`config.mk`:
```
export PLATFORM = sky130hd
export DESIGN_NAME = pixel_block_to_ascii_glyph_top_flat
export DESIGN_NICKNAME = d
export VERILOG_FILES = /design/src/hdl/pbag_pkg.sv /design/src/hdl/pbag_ifs.sv /design/src/hdl/pbag_div.sv /design/src/hdl/pixel_block_to_ascii_glyph_top.sv /design/src/flat_wrapper.sv
export SDC_FILE = /design/constraint.sdc
export NUM_CORES = 1
export LEC_CHECK = 0
export ABC_AREA = 1
export BUFFER_PORTS_ARGS = -buffer_cell sky130_fd_sc_hd__buf_2
export CORE_ASPECT_RATIO = 1.4
export CORE_UTILIZATION = 50
export CTS_CLUSTER_SIZE = 24
export DETAILED_ROUTE_END_ITERATION = 10
export GPL_TIMING_DRIVEN = 0
export PLACE_DENSITY = 0.74
export SLEW_MARGIN = 25
export SYNTH_ARGS = -nofsm -noshare
export SYNTH_HDL_FRONTEND = slang
export SYNTH_SLANG_ARGS = --single-unit
```
`constraint.sdc`:
```
create_clock -name clk -period 8.8 [get_ports clk]
set_input_delay 0.88 -clock clk [delete_from_list [all_inputs] [get_ports clk]]
set_output_delay 0.88 -clock clk [all_outputs]
set_load 0.005 [all_outputs]
```
`src/hdl/pbag_pkg.sv`:
```
// Shared types, constants and the glyph lookup for the pixel block to glyph converter.
`timescale 1ns / 1ps
package pbag_pkg;

  localparam int RAMP_LEVELS = 10;
  localparam int PIX_W       = 8;
  localparam int IDX_W       = 4;
  localparam int GLYPH_W     = 7;
  localparam int CFG_IDX_W   = 8;
  localparam int CFG_DATA_W  = 8;

  localparam logic [CFG_IDX_W-1:0] CFG_GRAY_MIN  = 8'd0;
  localparam logic [CFG_IDX_W-1:0] CFG_GRAY_SPAN = 8'd1;

  localparam logic [PIX_W-1:0] GRAY_MIN_RST  = 8'd0;
  localparam logic [PIX_W-1:0] GRAY_SPAN_RST = 8'd255;
  localparam logic [PIX_W-1:0] MID_GRAY      = 8'd128;

  // contrast gain 105365 / 65536, mid gray 128 in Q16
  localparam int MUL_A_W = 18;
  localparam int MUL_B_W = 11;
  localparam int PROD_W  = MUL_A_W + MUL_B_W;
  localparam logic signed [MUL_A_W-1:0] GAIN_Q16  = 18'sd105365;
  localparam logic signed [MUL_A_W-1:0] RECIP3    = 18'sd683;   // 2048/3, shift 11
  localparam int RECIP3_SHIFT = 11;
  localparam logic signed [PROD_W:0] MID_Q16 = (PROD_W+1)'(32'sd8388608);

  localparam int SUM_W = 10;

  typedef enum logic [2:0] {
    ST_IDLE,
    ST_CONTRAST,
    ST_SCALE,
    ST_PREP,
    ST_DIVIDE,
    ST_EMIT
  } state_t;

  localparam logic [GLYPH_W-1:0] GLYPH_SPACE = 7'd32;

  function automatic logic [GLYPH_W-1:0] glyph_of(input logic [IDX_W-1:0] idx);
    logic [GLYPH_W-1:0] g;
    unique case (idx)
      4'd0:    g = 7'd64;  // '@'
      4'd1:    g = 7'd37;  // '%'
      4'd2:    g = 7'd35;  // '#'
      4'd3:    g = 7'd42;  // '*'
      4'd4:    g = 7'd43;  // '+'
      4'd5:    g = 7'd61;  // '='
      4'd6:    g = 7'd45;  // '-'
      4'd7:    g = 7'd58;  // ':'
      4'd8:    g = 7'd46;  // '.'
      default: g = GLYPH_SPACE;
    endcase
    return g;
  endfunction

endpackage

```
`src/hdl/pbag_ifs.sv`:
```
// Channel interfaces: pixel input, glyph result and register write.
`timescale 1ns / 1ps
interface pbag_pix_if;
  logic                        valid;
  logic                        ready;
  logic [pbag_pkg::PIX_W-1:0]  red;
  logic [pbag_pkg::PIX_W-1:0]  green;
  logic [pbag_pkg::PIX_W-1:0]  blue;
  logic                        last_in_block;

  modport source (output valid, red, green, blue, last_in_block, input ready);
  modport sink   (input valid, red, green, blue, last_in_block, output ready);
endinterface

interface pbag_glyph_if;
  logic                          valid;
  logic                          ready;
  logic [pbag_pkg::GLYPH_W-1:0]  glyph_code;
  logic [pbag_pkg::IDX_W-1:0]    ramp_index;

  modport source (output valid, glyph_code, ramp_index, input ready);
  modport sink   (input valid, glyph_code, ramp_index, output ready);
endinterface

interface pbag_cfg_if;
  logic                             valid;
  logic                             ready;
  logic [pbag_pkg::CFG_IDX_W-1:0]   index;
  logic [pbag_pkg::CFG_DATA_W-1:0]  data;

  modport source (output valid, index, data, input ready);
  modport sink   (input valid, index, data, output ready);
endinterface

```
`src/hdl/pbag_div.sv`:
```
// Restoring divider, one quotient bit per cycle, 8-bit divisor.
`timescale 1ns / 1ps
module pbag_div #(
  parameter int DIVD_W = 12
) (
  input  logic                        clk,
  input  logic                        rst_n,
  input  logic                        start,
  input  logic [DIVD_W-1:0]           dividend,
  input  logic [pbag_pkg::PIX_W-1:0]  divisor,
  output logic                        done,
  output logic [DIVD_W-1:0]           quotient
);

  localparam int CNT_W = $clog2(DIVD_W + 1);
  localparam int W     = pbag_pkg::PIX_W;

  logic              busy_r, busy_nxt;
  logic              done_r, done_nxt;
  logic [CNT_W-1:0]  cnt_r, cnt_nxt;
  logic [DIVD_W-1:0] q_r, q_nxt;
  logic [W-1:0]      rem_r, rem_nxt;
  logic [W-1:0]      dvs_r, dvs_nxt;
  logic [W:0]        trial;
  logic              qbit;

  always_comb begin
    trial = {rem_r, q_r[DIVD_W-1]};
    qbit  = (trial >= {1'b0, dvs_r});
  end

  always_comb begin
    busy_nxt = busy_r;
    done_nxt = 1'b0;
    cnt_nxt  = cnt_r;
    q_nxt    = q_r;
    rem_nxt  = rem_r;
    dvs_nxt  = dvs_r;
    if (start) begin
      busy_nxt = 1'b1;
      cnt_nxt  = CNT_W'(DIVD_W);
      q_nxt    = dividend;
      rem_nxt  = '0;
      dvs_nxt  = divisor;
    end else if (busy_r) begin
      // zero divisor yields all ones, clamped downstream
      q_nxt   = {q_r[DIVD_W-2:0], qbit};
      rem_nxt = qbit ? W'(trial - {1'b0, dvs_r}) : trial[W-1:0];
      cnt_nxt = cnt_r - 1'b1;
      if (cnt_r == CNT_W'(1)) begin
        busy_nxt = 1'b0;
        done_nxt = 1'b1;
      end
    end
  end

  always_ff @(posedge clk) begin
    if (!rst_n) begin
      busy_r <= 1'b0;
      done_r <= 1'b0;
      cnt_r  <= '0;
    end else begin
      busy_r <= busy_nxt;
      done_r <= done_nxt;
      cnt_r  <= cnt_nxt;
    end
  end

  always_ff @(posedge clk) begin
    q_r   <= q_nxt;
    rem_r <= rem_nxt;
    dvs_r <= dvs_nxt;
  end

  assign done     = done_r;
  assign quotient = q_r;

endmodule

```
`src/hdl/pixel_block_to_ascii_glyph_top.sv`:
```
// Top level: merges block pixels and converts each finished block into a ramp glyph.
//
// Usage:
//   in_pix    pixel transfers (red, green, blue, last_in_block), valid/ready.
//   out_glyph one glyph transfer (glyph_code, ramp_index) per block, valid/ready.
//   cfg_wr    register writes: index 0 gray_min, index 1 gray_span; always ready,
//             to be written only while the block is idle.
// A pixel without last_in_block is folded into the merged pixel register and
// the next pixel is taken in the following cycle. A last pixel starts the glyph
// computation: contrast on the shared multiplier, the divide by three, a prepare
// step, the bit-serial ramp divider and the emit step, with DIVD_W = 12 for a
// ten-level ramp. in_pix is not ready during that time. The finished glyph sits
// in an output register; the next block's pixels are accepted while it waits. If
// the receiver still holds an earlier glyph when a new one is done, the sequencer
// waits in its emit step.
// Synchronous reset sets the merged pixel to mid gray 128, gray_min to 0,
// gray_span to 255 and empties the output register.
`timescale 1ns / 1ps
module pixel_block_to_ascii_glyph_top #(
  parameter int RAMP_LEVELS = pbag_pkg::RAMP_LEVELS
) (
  input  logic                 clk,
  input  logic                 rst_n,
  pbag_pix_if.sink             in_pix,
  pbag_glyph_if.source         out_glyph,
  pbag_cfg_if.sink             cfg_wr
);

  localparam int W      = pbag_pkg::PIX_W;
  localparam int DIVD_W = $clog2(255 * RAMP_LEVELS + 1);
  localparam int IDX_W  = pbag_pkg::IDX_W;
  localparam logic [DIVD_W-1:0] TOP_IDX = DIVD_W'(RAMP_LEVELS - 1);

  pbag_pkg::state_t state_r, state_nxt;

  logic [W-1:0] gray_min_r, gray_span_r;
  logic [W-1:0] merged_r [3];
  logic [1:0]   cnt_r;
  logic [pbag_pkg::SUM_W-1:0] sum_r;
  logic signed [pbag_pkg::PROD_W-1:0] prod_r;

  logic                          out_valid_r;
  logic [pbag_pkg::GLYPH_W-1:0]  glyph_r;
  logic [IDX_W-1:0]              idx_r;

  // sequencer outputs
  logic in_ready, use_recip, div_start, emit;

  logic in_xfer, out_free;
  logic [W-1:0] ch_sel;
  logic signed [pbag_pkg::MUL_A_W-1:0] mul_a;
  logic signed [pbag_pkg::MUL_B_W-1:0] mul_b;
  logic signed [pbag_pkg::PROD_W:0]    t_s;
  logic [W-1:0]      sat_ch;
  logic [W-1:0]      gray, x;
  logic [DIVD_W-1:0] dividend, quotient;
  logic [IDX_W-1:0]  idx;
  logic              div_done;

  assign in_xfer  = in_pix.valid && in_ready;
  assign out_free = !out_valid_r || out_glyph.ready;

  always_comb begin
    state_nxt = state_r;
    unique case (state_r)
      pbag_pkg::ST_IDLE:     if (in_xfer && in_pix.last_in_block) begin
        state_nxt = pbag_pkg::ST_CONTRAST;
      end
      pbag_pkg::ST_CONTRAST: if (cnt_r == 2'd3) begin
        state_nxt = pbag_pkg::ST_SCALE;
      end
      pbag_pkg::ST_SCALE:    state_nxt = pbag_pkg::ST_PREP;
      pbag_pkg::ST_PREP:     state_nxt = pbag_pkg::ST_DIVIDE;
      pbag_pkg::ST_DIVIDE:   if (div_done) begin
        state_nxt = pbag_pkg::ST_EMIT;
      end
      pbag_pkg::ST_EMIT:     if (out_free) begin
        state_nxt = pbag_pkg::ST_IDLE;
      end
      default:               state_nxt = pbag_pkg::ST_IDLE;
    endcase
  end

  always_comb begin
    in_ready  = 1'b0;
    use_recip = 1'b0;
    div_start = 1'b0;
    emit      = 1'b0;
    unique case (state_r)
      pbag_pkg::ST_IDLE:  in_ready  = 1'b1;
      pbag_pkg::ST_SCALE: use_recip = 1'b1;
      pbag_pkg::ST_PREP:  div_start = 1'b1;
      pbag_pkg::ST_EMIT:  emit      = out_free;
      default: ;
    endcase
  end

  // channel feeding the multiplier; the fourth contrast slot is a dummy
  always_comb begin
    unique case (cnt_r)
      2'd0:    ch_sel = merged_r[0];
      2'd1:    ch_sel = merged_r[1];
      2'd2:    ch_sel = merged_r[2];
      default: ch_sel = pbag_pkg::MID_GRAY;
    endcase
  end

  // shared multiplier operands
  always_comb begin
    if (use_recip) begin
      mul_a = pbag_pkg::RECIP3;
      mul_b = $signed({1'b0, sum_r});
    end else begin
      mul_a = pbag_pkg::GAIN_Q16;
      mul_b = $signed({3'b000, ch_sel}) - $signed(11'(pbag_pkg::MID_GRAY));
    end
  end

  // contrast saturation from the registered product
  always_comb begin
    t_s = $signed({prod_r[pbag_pkg::PROD_W-1], prod_r}) + pbag_pkg::MID_Q16;
    if (t_s[pbag_pkg::PROD_W]) begin
      sat_ch = '0;
    end else if (|t_s[pbag_pkg::PROD_W-1:24]) begin
      sat_ch = '1;
    end else begin
      sat_ch = t_s[23:16];
    end
  end

  always_comb begin
    gray     = prod_r[pbag_pkg::RECIP3_SHIFT +: W];
    x        = (gray > gray_min_r) ? W'(gray - gray_min_r) : '0;
    dividend = DIVD_W'(DIVD_W'(x) * DIVD_W'(RAMP_LEVELS));
    idx      = (quotient > TOP_IDX) ? IDX_W'(TOP_IDX) : IDX_W'(quotient);
  end

  pbag_div #(
    .DIVD_W (DIVD_W)
  ) u_div (
    .clk      (clk),
    .rst_n    (rst_n),
    .start    (div_start),
    .dividend (dividend),
    .divisor  (gray_span_r),
    .done     (div_done),
    .quotient (quotient)
  );

  always_ff @(posedge clk) begin
    if (!rst_n) begin
      state_r     <= pbag_pkg::ST_IDLE;
      gray_min_r  <= pbag_pkg::GRAY_MIN_RST;
      gray_span_r <= pbag_pkg::GRAY_SPAN_RST;
      merged_r[0] <= pbag_pkg::MID_GRAY;
      merged_r[1] <= pbag_pkg::MID_GRAY;
      merged_r[2] <= pbag_pkg::MID_GRAY;
      cnt_r       <= '0;
      out_valid_r <= 1'b0;
    end else begin
      state_r <= state_nxt;
      if (cfg_wr.valid) begin
        unique case (cfg_wr.index)
          pbag_pkg::CFG_GRAY_MIN:  gray_min_r  <= cfg_wr.data;
          pbag_pkg::CFG_GRAY_SPAN: gray_span_r <= cfg_wr.data;
          default: ;
        endcase
      end
      if (in_xfer) begin
        merged_r[0] <= W'(({1'b0, in_pix.red}   + {1'b0, merged_r[0]}) >> 1);
        merged_r[1] <= W'(({1'b0, in_pix.green} + {1'b0, merged_r[1]}) >> 1);
        merged_r[2] <= W'(({1'b0, in_pix.blue}  + {1'b0, merged_r[2]}) >> 1);
      end else if (emit) begin
        merged_r[0] <= pbag_pkg::MID_GRAY;
        merged_r[1] <= pbag_pkg::MID_GRAY;
        merged_r[2] <= pbag_pkg::MID_GRAY;
      end
      if (state_r == pbag_pkg::ST_CONTRAST) begin
        cnt_r <= cnt_r + 1'b1;
      end else begin
        cnt_r <= '0;
      end
      if (emit) begin
        out_valid_r <= 1'b1;
      end else if (out_glyph.ready) begin
        out_valid_r <= 1'b0;
      end
    end
  end

  always_ff @(posedge clk) begin
    prod_r <= mul_a * mul_b;
    if (state_r == pbag_pkg::ST_IDLE) begin
      sum_r <= '0;
    end else if (state_r == pbag_pkg::ST_CONTRAST && cnt_r != 2'd0) begin
      sum_r <= sum_r + pbag_pkg::SUM_W'(sat_ch);
    end
    if (emit) begin
      glyph_r <= pbag_pkg::glyph_of(idx);
      idx_r   <= idx;
    end
  end

  assign in_pix.ready         = in_ready;
  assign cfg_wr.ready         = 1'b1;
  assign out_glyph.valid      = out_valid_r;
  assign out_glyph.glyph_code = glyph_r;
  assign out_glyph.ramp_index = idx_r;

endmodule
```
`src/flat_wrapper.sv`:
```
// flat-port wrapper written by rule: the top's interface ports become plain ports
module pixel_block_to_ascii_glyph_top_flat 
#(
  parameter int RAMP_LEVELS = pbag_pkg::RAMP_LEVELS
)
  (clk, rst_n, in_pix_valid, in_pix_red, in_pix_green, in_pix_blue, in_pix_last_in_block, in_pix_ready, out_glyph_valid, out_glyph_glyph_code, out_glyph_ramp_index, out_glyph_ready, cfg_wr_valid, cfg_wr_index, cfg_wr_data, cfg_wr_ready);
  pbag_pix_if in_pix_i ();
  pbag_glyph_if out_glyph_i ();
  pbag_cfg_if cfg_wr_i ();
  input  logic clk;
  input  logic rst_n;
  input wire logic [$bits(in_pix_i.valid)-1:0] in_pix_valid;
  input wire logic [$bits(in_pix_i.red)-1:0] in_pix_red;
  input wire logic [$bits(in_pix_i.green)-1:0] in_pix_green;
  input wire logic [$bits(in_pix_i.blue)-1:0] in_pix_blue;
  input wire logic [$bits(in_pix_i.last_in_block)-1:0] in_pix_last_in_block;
  output wire logic [$bits(in_pix_i.ready)-1:0] in_pix_ready;
  output wire logic [$bits(out_glyph_i.valid)-1:0] out_glyph_valid;
  output wire logic [$bits(out_glyph_i.glyph_code)-1:0] out_glyph_glyph_code;
  output wire logic [$bits(out_glyph_i.ramp_index)-1:0] out_glyph_ramp_index;
  input wire logic [$bits(out_glyph_i.ready)-1:0] out_glyph_ready;
  input wire logic [$bits(cfg_wr_i.valid)-1:0] cfg_wr_valid;
  input wire logic [$bits(cfg_wr_i.index)-1:0] cfg_wr_index;
  input wire logic [$bits(cfg_wr_i.data)-1:0] cfg_wr_data;
  output wire logic [$bits(cfg_wr_i.ready)-1:0] cfg_wr_ready;
  assign in_pix_i.valid = in_pix_valid;
  assign in_pix_i.red = in_pix_red;
  assign in_pix_i.green = in_pix_green;
  assign in_pix_i.blue = in_pix_blue;
  assign in_pix_i.last_in_block = in_pix_last_in_block;
  assign in_pix_ready = in_pix_i.ready;
  assign out_glyph_valid = out_glyph_i.valid;
  assign out_glyph_glyph_code = out_glyph_i.glyph_code;
  assign out_glyph_ramp_index = out_glyph_i.ramp_index;
  assign out_glyph_i.ready = out_glyph_ready;
  assign cfg_wr_i.valid = cfg_wr_valid;
  assign cfg_wr_i.index = cfg_wr_index;
  assign cfg_wr_i.data = cfg_wr_data;
  assign cfg_wr_ready = cfg_wr_i.ready;
  pixel_block_to_ascii_glyph_top #(.RAMP_LEVELS(RAMP_LEVELS)) u_core (.clk(clk), .rst_n(rst_n), .in_pix(in_pix_i), .out_glyph(out_glyph_i), .cfg_wr(cfg_wr_i));
endmodule
```
==> results of run 1 <==
==> registers in the layout (all words and copies together), names as in the netlist <==
| signal | cells |
|---|---|
| u_core.state_r | 3 |
| u_core.u_div.busy_r | 1 |
| u_core.merged_r | 24 |
| u_core.sum_r | 10 |
| u_core.cnt_r | 2 |
| u_core.u_div.cnt_r | 4 |
| u_core.gray_span_r | 8 |
| u_core.prod_r | 18 |
| u_core.u_div.quotient | 12 |
| u_core.gray_min_r | 8 |
| u_core.u_div.rem_r | 8 |
| u_core.out_glyph.glyph_code | 7 |
| u_core.out_glyph.ramp_index | 4 |
| u_core.u_div.dvs_r | 8 |
| u_core.u_div.done | 1 |
| u_core.out_glyph.valid | 1 |
==> how the worst min path moves through the flow <==
stage	endpoint	slack [ns]	cells past startpoint
floorplan	u_core.u_div.dvs_r[0]	0.41	0
finish	u_core.u_div.dvs_r[7]	0.43	0
global route	u_core.u_div.dvs_r[3]	0.45	0
detailed placement	u_core.u_div.dvs_r[2]	0.42	0
global placement	u_core.u_div.dvs_r[1]	0.41	0
CTS	u_core.u_div.dvs_r[7]	0.44	0
==> final cells by class <==
cell class              instances  area (µm²)  share of cell area
multi-input cells            1075        7670               0.585
flip-flops and latches        119        2920               0.223
inverters                     306        1150              0.0878
clock buffers                  23         468              0.0357
well taps                     306         383              0.0292
repair buffers                 57         285              0.0218
plain buffers                  23         124             0.00945
clock inverters                 9         103             0.00783
==> critical path, delay by kind of cell (launching register included) <==
kind	cells	cell delay (ns)
XOR/XNOR	1	0.16
flip-flops	1	0.34
AO/OA/AOI/OAI	4	0.77
adder cells (fa/ha/maj)	7	3.01
AND/OR/NAND/NOR	6	0.89
buffers and inverters	7	0.65
==> through the flow <==
stage	instances	util	cell area (µm²)	setup WS [ns]
3_3_place_gp	1886	0.540	12500	2.94
6_report	1918	0.565	13100	2.85
2_1_floorplan	1523	-	11900	3.69
3_5_place_dp	1886	0.540	12500	2.89
5_1_grt	1918	0.565	13100	2.46
4_1_cts	1918	0.565	13100	2.85
==> per-layer routing <==
metal	GRT usage	vias up	share of wire
li1	-	5059	-
met1	0.242	4697	0.39
met2	0.477	211	0.54
met3	0.0287	72	0.029
met4	0.125	0	0.042
met5	0	-	0
==> cell families after synthesis <==
logic type	Yosys count
DFF	119
and+or+nand+nor	553
adders and majority gates	243
AOI/OAI and AO/OA	238
other	2
buffers and inverters	329
xor gates and xnor gates	30
==> Yosys cell counts, types with 5 or more instances <==
master / number
a21oi_1: 109
nor2_1: 104
or2_2: 5
xor2_1: 20
edfxtp_1: 54
ha_1: 166
o21ai_0: 70
a21o_1: 12
buf_2: 8
o21bai_1: 6
o21ai_2: 7
clkbuf_1: 9
o21ai_1: 5
nor3_1: 15
inv_2: 7
a21oi_2: 7
nand2_1: 292
nand3_1: 90
xnor2_1: 10
fa_1: 77
a31oi_1: 7
inv_1: 298
nand3b_1: 5
dfxtp_1: 65
nand4_1: 24
==> out/metrics.cfg, run 1 <==
[run_status]
run_status=finished, final reports clean

[sta]
fmax_mhz=168
period_minus_slack_ns=5.95
setup_viol=0
hold_ws_ns=0.433
hold_viol=0
skew_ns=0.0146
finalSetupTns_ns=0
final_max_slew_viol_count=0
relSlewSlack=0.385
worst_slew_pin_slew_ns=0.918
rsz0062_at_grt=false
finalCritPeriodShare=0.676

[synthesis]
synthFlopType=dfxtp_1
synth_simple_gate_area_frac=0.203
netlist_area_um2=11800
synthArstFlopShare=0
synth_cells=1514
yosysSeqAreaShare=0.247
yosysTopAreaCell=ha_1
synthMuxAreaShare=0
avgSynthCellArea_um2=7.81
synth_top_family_by_area=adder cells
synth_seq_cells=119
synth_cell_types=47
synth_compound_area_frac=0.113
yosys-top-cells-area=ha_1 (18%), edfxtp_1 (14%), fa_1 (13%), dfxtp_1 (11%), inv_1 (9.5%)
synth_edf_count=54
yosys_warnings=0
synth_adder_area_share=0.306
synth_top_area_frac=0.176
synthXorXnorAreaFrac=0.0222

[run]
maxCapViolCount=0

[drt]
dr.pass1.iters=7
wl_um=27700
ant_nets=0
vias=10039
drcViolationCount=0
routedWlPerCell_um=14.5
drt_iter0_markers=550
viasPerCell=5.23

[clocking]
tritoncts=built
cts_hold_buf=0
cts_buffer_depth=2
clkTransAtPathRegs_ns=0.05
numCtsBuffers=17
htreeDepth=4
cts-root-buf=clkbuf_16
cts_resized=0
insertion_delay_ns=0.43
post-cts-setup-buffer-count=0
clock_sinks=119

[global_route]
antenna_found_initial=0
grt_usage=0.240
grt_pass1_vias=10086
grt-ovfl-total=0
grt_start_max_net_pins=25
grt_pass1_wl_um=45800

[setup_path]
path_class=flip-flop to flip-flop
cp_slowest_cell=fa_1
worstPathArrival_ns=6.24
cpPeakStageDelay_ns=0.57
critPathMostFrequentCell=inv_1
critPathLaunch=u_core.cnt_r[0]
critical_path.endpoint=u_core.prod_r[17]
reg2reg_from=u_core.cnt_r[0]
rrSetupSlack_ns=2.85
startpoint_type=flip-flop
reg2reg_to=u_core.prod_r[17]
cp-end-kind=flip-flop
crit_required_ns=9.10
worstPathMaxFanout=9
r2r_cells=25

[floorplan]
std_cell_rows=66
fp.dieW_um=132
io-pin-count=60
die_h_um=184
dieArea_um2=24300
core_area_um2=23200
start_util=0.510

[finish]
syn2layout_area_growth_pct=10.8
layout.nets=1888
final_cell_mix=inv_1 (298), nand2_1 (292), ha_1 (166), a21oi_1 (109), nor2_1 (104)
final_common_cell=inv_1
fillers=2144
layout-drive-gt1-share=0.0862
antenna_cells=0

[placement]
dp_hpwl_um=23200
gp_congestion=0.902
portBuffers=57

[hold_path]
hp-class=flip-flop to flip-flop
min_from=u_core.gray_span_r[7]

Power of run 1 is not shown: default switching activity piles up to over one toggle a cycle in this logic, so the estimate is an artifact.
==> run 2: changes to the inputs <==
==> constraint.sdc (replaced) <==
create_clock -name clk -period 5.9 [get_ports clk]
set_input_delay 0.59 -clock clk [delete_from_list [all_inputs] [get_ports clk]]
set_output_delay 0.59 -clock clk [all_outputs]
set_load 0.005 [all_outputs]
==> run 2 against run 1 <==
Global-route usage is essentially flat. Sequential share of layout area is 0.21 points lower. Non-clock buffer count up 6. Clock skew is 0.0011 ns lower. Maximum frequency is 6.3% higher. Critical path depth shrank 2. Utilization grew 0.56 points. Highest routed layer unchanged.
==> out/metrics.cfg, run 2 (synthesis gave the netlist of run 1 again) <==
[run_status]
run_status=finished, final reports clean

[clocking]
insertion_delay_ns=0.43  ; about the same
numCtsBuffers=17  ; unchanged
cts_buffer_depth=2  ; unchanged
clock_sinks=119  ; unchanged
tritoncts=built
clkTransAtPathRegs_ns=0.05  ; about the same
cts-root-buf=clkbuf_16
htreeDepth=4  ; unchanged

[global_route]
grt_start_max_net_pins=25  ; unchanged
grt_usage=0.240  ; +0.000299
antenna_found_initial=0  ; unchanged
grt-ovfl-total=0  ; unchanged
grt_pass1_wl_um=45800  ; +0.10%
grt_pass1_vias=10081  ; -0.050%

[placement]
portBuffers=57  ; unchanged
dp_slack_ns=-0.0117  ; -2.90 ns
dp_hpwl_um=23200  ; unchanged
gp_congestion=0.902  ; unchanged

[finish]
syn2layout_area_growth_pct=11.9
layout.nets=1894  ; +0.32%
register_area_um2=2920  ; about the same
largest_reg_flops=24  ; unchanged
multi_input_area_um2=7740  ; +0.90%
antenna_cells=0  ; unchanged
layout-drive-gt1-share=0.0995  ; +0.0133
fillers=2133  ; -0.51%
top_register=u_core.merged_r
final_cell_mix=inv_1 (297), nand2_1 (291), ha_1 (166), a21oi_1 (106), nor2_1 (99)
final_common_cell=inv_1

[sta]
finalCritPeriodShare=0.948  ; +0.273
fmax_mhz=179  ; +6.3%
setup_viol=0  ; unchanged
period_minus_slack_ns=5.59  ; -0.351 ns
skew_ns=0.0135  ; -0.00113 ns
final_max_slew_viol_count=0  ; unchanged
hold_viol=0  ; unchanged
worst_slew_pin_slew_ns=0.718  ; -0.200 ns
hold_ws_ns=0.428  ; -0.00482 ns
worst_slack_ns=0.305  ; -2.55 ns
relSlewSlack=0.519  ; +0.134

[drt]
dr.pass1.iters=5  ; -2
drcViolationCount=0  ; unchanged
vias=10103  ; +0.64%
ant_nets=0  ; unchanged
viasPerCell=5.25  ; +0.32%
drt_iter0_markers=546  ; -0.73%
routedWlPerCell_um=14.5  ; +0.38%
wl_um=27900  ; +0.70%

[setup_path]
path_class=flip-flop to flip-flop
cp-end-kind=flip-flop
rrSetupSlack_ns=0.31  ; -2.55 ns
worstPathArrival_ns=5.93  ; -0.31 ns
cp_slowest_cell=fa_1
r2r_cells=23  ; -8.0%
crit_buf_inv=8  ; +1
critPathMostFrequentCell=inv_1
cp_top_family=adder cells
path_cells=ha_1, inv_1, nand2_4, inv_2, nand2_1, inv_1, fa_1, inv_1, fa_1, inv_1, fa_1, fa_1, inv_1, fa_1, inv_1, ha_1, nand2_1, a21oi_1, nor2_2, o21ai_2, inv_1, nand2_1, xor2_1
worst-path-stages=23  ; -8.0%
startpoint_type=flip-flop
worstPathMaxFanout=9  ; unchanged
cpPeakStageDelay_ns=0.56  ; about the same
crit_required_ns=6.23  ; -2.87 ns

[floorplan]
io-pin-count=60  ; unchanged
std_cell_rows=66  ; unchanged
die_h_um=184  ; unchanged
core_area_um2=23200  ; unchanged
dieArea_um2=24300  ; unchanged
fp.dieW_um=132  ; unchanged
start_util=0.510  ; unchanged

[run]
maxCapViolCount=0  ; unchanged

[hold_path]
min_path_cells=3  ; +3
hp-class=input port to flip-flop

## run 2: area by class of cell
class                           instances  share of cell area
Timing Repair Buffer                   64              0.0255
Multi-Input combinational cell       1075               0.585
Tap cell                              306              0.0289
Clock inverter                          9             0.00775
Buffer                                 22             0.00955
Sequential cell                       119               0.221
Inverter                              306              0.0873
Clock buffer                           23              0.0354
## run 2: layer usage
layer  vias up  share of wire  global-route usage
met5         -              0                   0
met4         0          0.040               0.123
met3        69          0.031              0.0303
met2       208           0.55               0.478
met1      4751           0.38               0.242
li1       5075              -                   -
## run 2: through the flow
step                      utilization  std cells  area [µm²]  TNS (ns)
after floorplan                     -       1523       11900         0
after global placement          0.540       1886       12500         0
after detailed placement        0.540       1886       12500   -0.0117
after CTS                       0.565       1918       13100         0
after global routing            0.570       1924       13200   -0.0512
final                           0.570       1924       13200         0
## run 2: worst reg2reg max path, cell delays in order (launching register included)
cell and delay [ns]:
dfxtp_1 0.36, ha_1 0.26, inv_1 0.17, nand2_4 0.19, inv_2 0.08, nand2_1 0.18, inv_1 0.14, fa_1 0.53
inv_1 0.05, fa_1 0.50, inv_1 0.05, fa_1 0.46, fa_1 0.56, inv_1 0.06, fa_1 0.56, inv_1 0.05
ha_1 0.36, nand2_1 0.17, a21oi_1 0.19, nor2_2 0.08, o21ai_2 0.16, inv_1 0.06, nand2_1 0.09, xor2_1 0.18
## run 2: final timing paths
kind | from | endpoint
worst max register to register | u_core.cnt_r[1] | u_core.prod_r[17]
worst min register to register | u_core.gray_span_r[7] | u_core.u_div.dvs_r[7]
worst min-delay path | cfg_wr_data[4] | u_core.gray_span_r[4]
worst max-delay path | u_core.cnt_r[1] | u_core.prod_r[17]
## run 2: repair_timing
item | CTS | global route
setup endpoints to repair | 1 | 18
hold buffers | 0 | 0
gates resized for setup | 2 | 24
buffers inserted | 0 | 7
pin swaps | 0 | 2
Power of run 2 is left out for the same reason.
